## config.mk

```make
export PLATFORM = sky130hd
export DESIGN_NAME = qrm_div_lane
export DESIGN_NICKNAME = d
export VERILOG_FILES = /design/src/sv/quaternion_to_rotation_matrix_defines.svh /design/src/sv/qrm_pkg.sv /design/src/sv/qrm_div_lane.sv
export SDC_FILE = /design/constraint.sdc
export NUM_CORES = 2
export LEC_CHECK = 0
export ABC_AREA = 1
export BUFFER_PORTS_ARGS = -buffer_cell sky130_fd_sc_hd__buf_2
export CAP_MARGIN = 10
export CORE_ASPECT_RATIO = 1.75
export CORE_MARGIN = 5
export CORE_UTILIZATION = 45
export CTS_BUF_LIST = sky130_fd_sc_hd__clkbuf_16
export DETAILED_ROUTE_END_ITERATION = 8
export GPL_TIMING_DRIVEN = 1
export MAX_ROUTING_LAYER = met4
export PLACE_DENSITY_LB_ADDON = 0.1
export REMOVE_ABC_BUFFERS = 1
export SYNTH_ARGS = -nofsm -noshare
export SYNTH_HDL_FRONTEND = slang
export SYNTH_SLANG_ARGS = --single-unit
```

## constraint.sdc

```tcl
create_clock -name clk -period 4.4 [get_ports clk]
set_clock_uncertainty 0.2 [all_clocks]
set_input_delay 0.66 -clock clk [delete_from_list [all_inputs] [get_ports clk]]
set_output_delay 0.66 -clock clk [all_outputs]
set_load 0.1 [all_outputs]
```

## src/sv/quaternion_to_rotation_matrix_defines.svh

```systemverilog
// Assertion macros for the quaternion to rotation matrix block.
// Used by the top level; needs clk and arst_n in the including scope.
`ifndef QUATERNION_TO_ROTATION_MATRIX_DEFINES_SVH
`define QUATERNION_TO_ROTATION_MATRIX_DEFINES_SVH

// Consequent must hold whenever the antecedent holds, outside reset.
`define QRM_ASSERT_IMPLIES(lbl, ante, cons) \
	lbl: assert property (@(posedge clk) disable iff (!arst_n) (ante) |-> (cons)) \
		else $error("qrm implication failed");

// Expression must hold at every edge outside reset.
`define QRM_ASSERT_ALWAYS(lbl, expr) \
	lbl: assert property (@(posedge clk) disable iff (!arst_n) (expr)) \
		else $error("qrm invariant failed");

`endif

```

## src/sv/qrm_pkg.sv

```systemverilog
// Shared constants and transaction types for the quaternion to rotation matrix block.
// No dependencies.
`default_nettype none
package qrm_pkg;
	localparam int IN_WIDTH      = 16;
	localparam int OUT_FRAC_BITS = 14;
	localparam int OUT_WIDTH     = OUT_FRAC_BITS + 2;
	localparam int WORK_BITS     = 31;

	typedef struct packed {
		logic signed [IN_WIDTH-1:0] quat_x;
		logic signed [IN_WIDTH-1:0] quat_y;
		logic signed [IN_WIDTH-1:0] quat_z;
		logic signed [IN_WIDTH-1:0] quat_w;
	} quat_t;

	typedef struct packed {
		logic signed [OUT_WIDTH-1:0] elem_0;
		logic signed [OUT_WIDTH-1:0] elem_1;
		logic signed [OUT_WIDTH-1:0] elem_2;
		logic signed [OUT_WIDTH-1:0] elem_4;
		logic signed [OUT_WIDTH-1:0] elem_5;
		logic signed [OUT_WIDTH-1:0] elem_6;
		logic signed [OUT_WIDTH-1:0] elem_8;
		logic signed [OUT_WIDTH-1:0] elem_9;
		logic signed [OUT_WIDTH-1:0] elem_10;
	} elems_t;
endpackage
`default_nettype wire

```

## src/sv/qrm_div_lane.sv

```systemverilog
// One element's pipelined restoring divider: quotient bit per stage, then rounding.
// Uses qrm_pkg.
`default_nettype none
module qrm_div_lane #(
	parameter int MW = 33,
	parameter int F  = 14
) (
	input  wire logic          clk,
	input  wire logic [MW-1:0] mag,
	input  wire logic [MW-1:0] n,
	input  wire logic          neg,
	output logic signed [F+1:0] elem
);
	import qrm_pkg::*;

	localparam int OW = F + 2;

	logic [MW-1:0] rem_s [F+1];
	logic [F:0]    quo_s [F+1];
	logic [MW-1:0] n_s   [F+1];
	logic          neg_s [F+1];
	logic signed [OW-1:0] elem_s;

	// Integer bit: the magnitude never exceeds the divisor.
	always_ff @(posedge clk) begin
		rem_s[0] <= (mag >= n) ? mag - n : mag;
		quo_s[0] <= (F+1)'(mag >= n);
		n_s[0]   <= n;
		neg_s[0] <= neg;
	end

	for (genvar k = 1; k <= F; k++) begin : g_step
		logic [MW:0] r2;
		logic [MW:0] diff;
		logic        ge;
		always_comb begin
			r2   = {rem_s[k-1], 1'b0};
			ge   = r2 >= {1'b0, n_s[k-1]};
			diff = r2 - {1'b0, n_s[k-1]};
		end
		always_ff @(posedge clk) begin
			rem_s[k] <= ge ? diff[MW-1:0] : r2[MW-1:0];
			quo_s[k] <= {quo_s[k-1][F-1:0], ge};
			n_s[k]   <= n_s[k-1];
			neg_s[k] <= neg_s[k-1];
		end
	end

	logic          rnd;
	logic [OW-1:0] qr;
	logic [OW-1:0] qc;
	always_comb begin
		rnd = {rem_s[F], 1'b0} >= {1'b0, n_s[F]};
		qr  = {1'b0, quo_s[F]} + OW'(rnd);
		qc  = (qr > (OW'(1) << F)) ? (OW'(1) << F) : qr;
	end

	always_ff @(posedge clk) begin
		elem_s <= neg_s[F] ? -$signed(qc) : $signed(qc);
	end

	assign elem = elem_s;
endmodule
`default_nettype wire

```

## Word level (Yosys, flattened, before mapping)

Memories as Yosys holds them, arrays and structs flattened.
Index checks and enable logic that the tools add are counted.

- RAM bits: 1,230
- Flip-flop bits (word level): 16
- Output and inout port bits: 16
- Memories kept: 4

Memory list:

| memory | depth | bits a word | rd ports | clocked after memory_dff | write ports | RTL line | text |
|---|---|---|---|---|---|---|---|
| n_s | 15 | 33 | 15 | 0 | 15 | qrm_div_lane.sv:20 | `logic [MW-1:0] n_s [F+1];` |
| rem_s | 15 | 33 | 15 | 0 | 15 | qrm_div_lane.sv:18 | `logic [MW-1:0] rem_s [F+1];` |
| quo_s | 15 | 15 | 15 | 0 | 15 | qrm_div_lane.sv:19 | `logic [F:0] quo_s [F+1];` |
| neg_s | 15 | 1 | 15 | 0 | 15 | qrm_div_lane.sv:21 | `logic neg_s [F+1];` |

- Muxes and demuxes: 17
- Magnitude comparators: 17
- $add $sub $neg: 17

Operators with widths:

| operator | count |
|---|---|
| greater-or-equal comparator 34 x 33 -> 1 bit | 15 |
| 2-to-1 mux 33 bit | 15 |
| subtractor 33 bit | 15 |
| greater-or-equal comparator 33 bit | 1 |
| 2-to-1 mux 16 bit | 2 |
| adder 15 x 1 -> 16 bit | 1 |
| > comparator 16 x 15 -> 1 bit (second input constant) | 1 |
| negation 16 bit | 1 |

## Depth between registers and ports, before layout

An unclocked memory read counts as a cell.

- Word-level depth: 7
- Gate-level depth with buffers: 31
- Depth with buffers taken out: 29

## Worst setup path before layout

No wires, ideal clock.

- Path kind: register to register
- From: memory n_s[14][3] (netlist: n_s[1][201])
- To: register elem_s[6] (netlist: elem[6])
- Arrival: 3.361 ns
- Setup time: 0.122 ns
- Stages on the path, launching flop included: 26
- Period minus slack after synthesis: 3.683 ns
- Data required time: 4.078 ns
- Path buffers: 2
- Setup slack: 0.717 ns
- Path through: dfxtp_1 -> inv_1 -> ha_1 -> a21o_1 -> a31oi_1 -> a21oi_1 -> o41ai_1 -> nand2_1 -> nand2_1 -> nand3_1 -> ha_1 -> ha_1 -> nor2_1 -> nand2_1 -> nor2_1 -> nand2_1 -> nor2_1 -> nand3_2 -> nand2_4 -> buf_12 -> buf_8 -> nand2_1 -> ha_1 -> nand2_1 -> nand2_2 -> xor2_1

RTL lines:

| element | RTL line | text |
|---|---|---|
| start, declared | qrm_div_lane.sv:20 |  |
| end signal, assigned | qrm_div_lane.sv:59 | `elem_s <= neg_s[F] ? -$signed(qc) : $signed(qc);` |
| end, declared | qrm_div_lane.sv:22 | `logic signed [OW-1:0] elem_s;` |

==> flow_summary.yaml <==
grt:
  grt-ovfl-total: 0
  antenna_found_initial: 3
  grt_max_degree: 61
  grt_pass1_wl_mm: 351
  grt_usage: 0.349
  grt_pass1_vias: 59000
clock_network:
  clk_latency_ns: 0.79
  cts.htree.levels: 3
  cts_tree: "yes"
  cts_setup_buffers: 0
  cts_made_buffers: 109
  cts-root-buf: "clkbuf_16"
  path_clk_slew_ns: 0.07
  cts.path.max_buffers: 3
  clock_sinks: 1141
place:
  dp.cells: 9935
  place_ws_ns: 0.191
  dp_hpwl_mm: 209
  port-buffer-count: 83
  placed_cell_area_sq_um: 63800
  finalWeightedCongestion: 1.07
synthesis:
  yosys_warnings: 0
  syn_inst: 7994
  postSynthAreaPerCell_sq_um: 7.54
  synth_area_sq_um: 60300
  synth-edff-count: 0
  synth_ff_type: "dfxtp_1"
  synth_seq_cells: 1141
  async_flop_share: 0
  seq_area_frac_synth: 0.379
  synthDistinctLibCells: 72
worst_setup_path:
  crit_path_end_kind: "register"
  r2r_cells: 25
  critPathArrivalTime_ns: 4.59
  r2r_slack_ns: 0.27
  r2r_start: "n_s[1][217]$_DFF_P_"
  r2r-end: "elem[10]$_DFF_P_"
  cp_slowest_cell: "dfxtp_1"
  cp_num_buf_inv: 3
  critPathLaunchType: "register"
  cp_top_family: "simple AND/OR/NAND/NOR gates"
  crit_type: "reg -> reg"
  cp_max_fo: 7
  required_ns: 4.86
  slowest_delay_ns: 0.30
route:
  detail_route.wl_per_cell_um: 24.0
  ant_nets: 0
  detail_route.first_pass.iterations: 6
  drcViolationCount: 0
  routed_wl_mm: 245
  num_vias: 54400
  drt-initial-drc-count: 2085
  viasPerCell: 5.32
sta:
  setup_viol: 0
  drv_slew: 0
  fin_crit_ns: 4.13
  fmax_mhz: 242
  holdWs_ns: 0.0409
  rsz0062_at_grt: "yes"
  setup_slack_ns: 0.268
  setup_tns_ns: 0
  worstMarginPinSlew_ns: 1.31
  hold_violations: 0
  slew_headroom: 0.117
  min_period_over_period: 0.939
layout:
  fin_util: 0.513
  nNetsFinal: 8929
  finalNonFillerCells: 10200
  fin_area_sq_um: 68200
  area_growth_pct: 13.2
  num-fill-cells: 13200
  drive_above_1_share: 0.0734
pwr:
  p_total_mw: 60.9
  p_per_area_nw_per_um2: 893
  leakage_nw: 35.1
  ir_worst_vdd_v: 0.000525
floorplanning:
  die_w_um: 287
  dieArea_sq_um: 142000
  ios: 84
  core_sq_um: 133000
  die_h_um: 494
  start_util: 0.453
  rows: 177
outcome:
  status: "complete, no violations"
min_path:
  hold_class: "in -> reg"
  holdPathEnd: "rem_s[0][16]$_DFF_P_"
  min_from: "mag[16]"
  hold_depth: 3
job:
  max-cap-violations: 0
==> synth_stat cells (31+ instances only) <==
library cell,count,area share
a21o_1,133,0.017
a21oi_1,515,0.043
a221oi_1,36,0.0052
a31oi_1,77,0.0080
buf_2,46,0.0038
dfxtp_1,1141,0.38
ha_1,531,0.11
inv_1,1174,0.073
nand2_1,1948,0.12
nand2_2,44,0.0046
nand3_1,472,0.039
nand4_1,49,0.0051
nor2_1,552,0.034
nor3_1,67,0.0056
o21ai_0,386,0.032
o21ai_1,31,0.0026
o21bai_1,41,0.0051
xnor2_1,185,0.027
xor2_1,244,0.035
==> worst reg2reg max path, delay by kind of cell (launching register included) <==
kind | cells | cell delay, ns
and+or+nand+nor | 14 | 1.29
AOI/OAI and AO/OA | 4 | 0.80
DFF | 1 | 0.30
buffers and inverters | 3 | 0.43
adders and majority gates | 4 | 1.02
==> how the worst max path moves through the flow <==
stage / startpoint / to / slack (ns) / depth (start not counted)
2_1_floorplan: n_s[1][201]$_DFF_P_ / elem[6]$_DFF_P_ / 0.78 / 23
3_3_place_gp: n_s[1][227]$_DFF_P_ / elem[6]$_DFF_P_ / 0.18 / 25
3_5_place_dp: n_s[1][217]$_DFF_P_ / elem[6]$_DFF_P_ / 0.19 / 24
4_1_cts: n_s[1][227]$_DFF_P_ / elem[6]$_DFF_P_ / 0.16 / 25
5_1_grt: n_s[1][228]$_DFF_P_ / elem[10]$_DFF_P_ / -0.006 / 29
6_report: n_s[1][217]$_DFF_P_ / elem[10]$_DFF_P_ / 0.27 / 25
==> placed cells by master, fill, tap and decap left out, types with 25 or more instances in the layout <==
cell type / instances
a21o_1: 133
a21oi_1: 515
a221oi_1: 36
a31oi_1: 77
buf_2: 83
buf_4: 167
clkbuf_16: 109
dfxtp_1: 1141
dlygate4sd3_1: 59
ha_1: 530
inv_1: 1186
nand2_1: 1945
nand2_2: 46
nand3_1: 472
nand4_1: 49
nor2_1: 552
nor3_1: 65
o21ai_0: 384
o21ai_1: 33
o21ai_2: 25
o21bai_1: 41
xnor2_1: 185
xor2_1: 244
==> report_power, final <==
part	total [mW]	internal [mW]	switching (mW)
clock network	10.1	5.64	4.48
logic	35.2	11.3	23.9
registers	15.6	13.7	1.92
==> metal layers <==
layer,GRT usage,part of all wire
met1,0.179,0.21
met2,0.719,0.58
met3,0.0448,0.030
met5,-,0
met4,0.468,0.18
==> sequential cells by signal, indices dropped and copies added, names as in the netlist <==
name and cells:
elem 16, n_s 495, neg_s 15, quo_s 120, rem_s 495
==> layout make-up <==
| class | count | area, sq um | area share |
|---|---|---|---|
| antenna | 16 | 40.0 | 0.000587 |
| clock buffer | 109 | 2730 | 0.0400 |
| clock inverter | 95 | 1100 | 0.0161 |
| inverter | 1184 | 4440 | 0.0651 |
| multi-input combinational | 5554 | 32300 | 0.473 |
| sequential | 1141 | 22800 | 0.335 |
| tap | 1790 | 2240 | 0.0328 |
| timing repair buffer | 325 | 2570 | 0.0377 |
==> logic make-up after synthesis <==
logic type / Yosys count / synth area share
AO/OA/AOI/OAI: 1361 / 0.134
AND/OR/NAND/NOR: 3217 / 0.223
adder cells (fa/ha/maj): 546 / 0.115
flip-flops: 1141 / 0.379
buffers and inverters: 1299 / 0.0873
XOR/XNOR: 430 / 0.0626
==> timing repair <==
| action | in CTS | in global routing |
|---|---|---|
| setup endpoints to repair | 0 | 6 |
| hold buffers | 59 | 0 |
| endpoints found under the hold margin | 59 | 0 |
| gates resized for setup | 0 | 7 |
(Power assumes the default switching activity.)
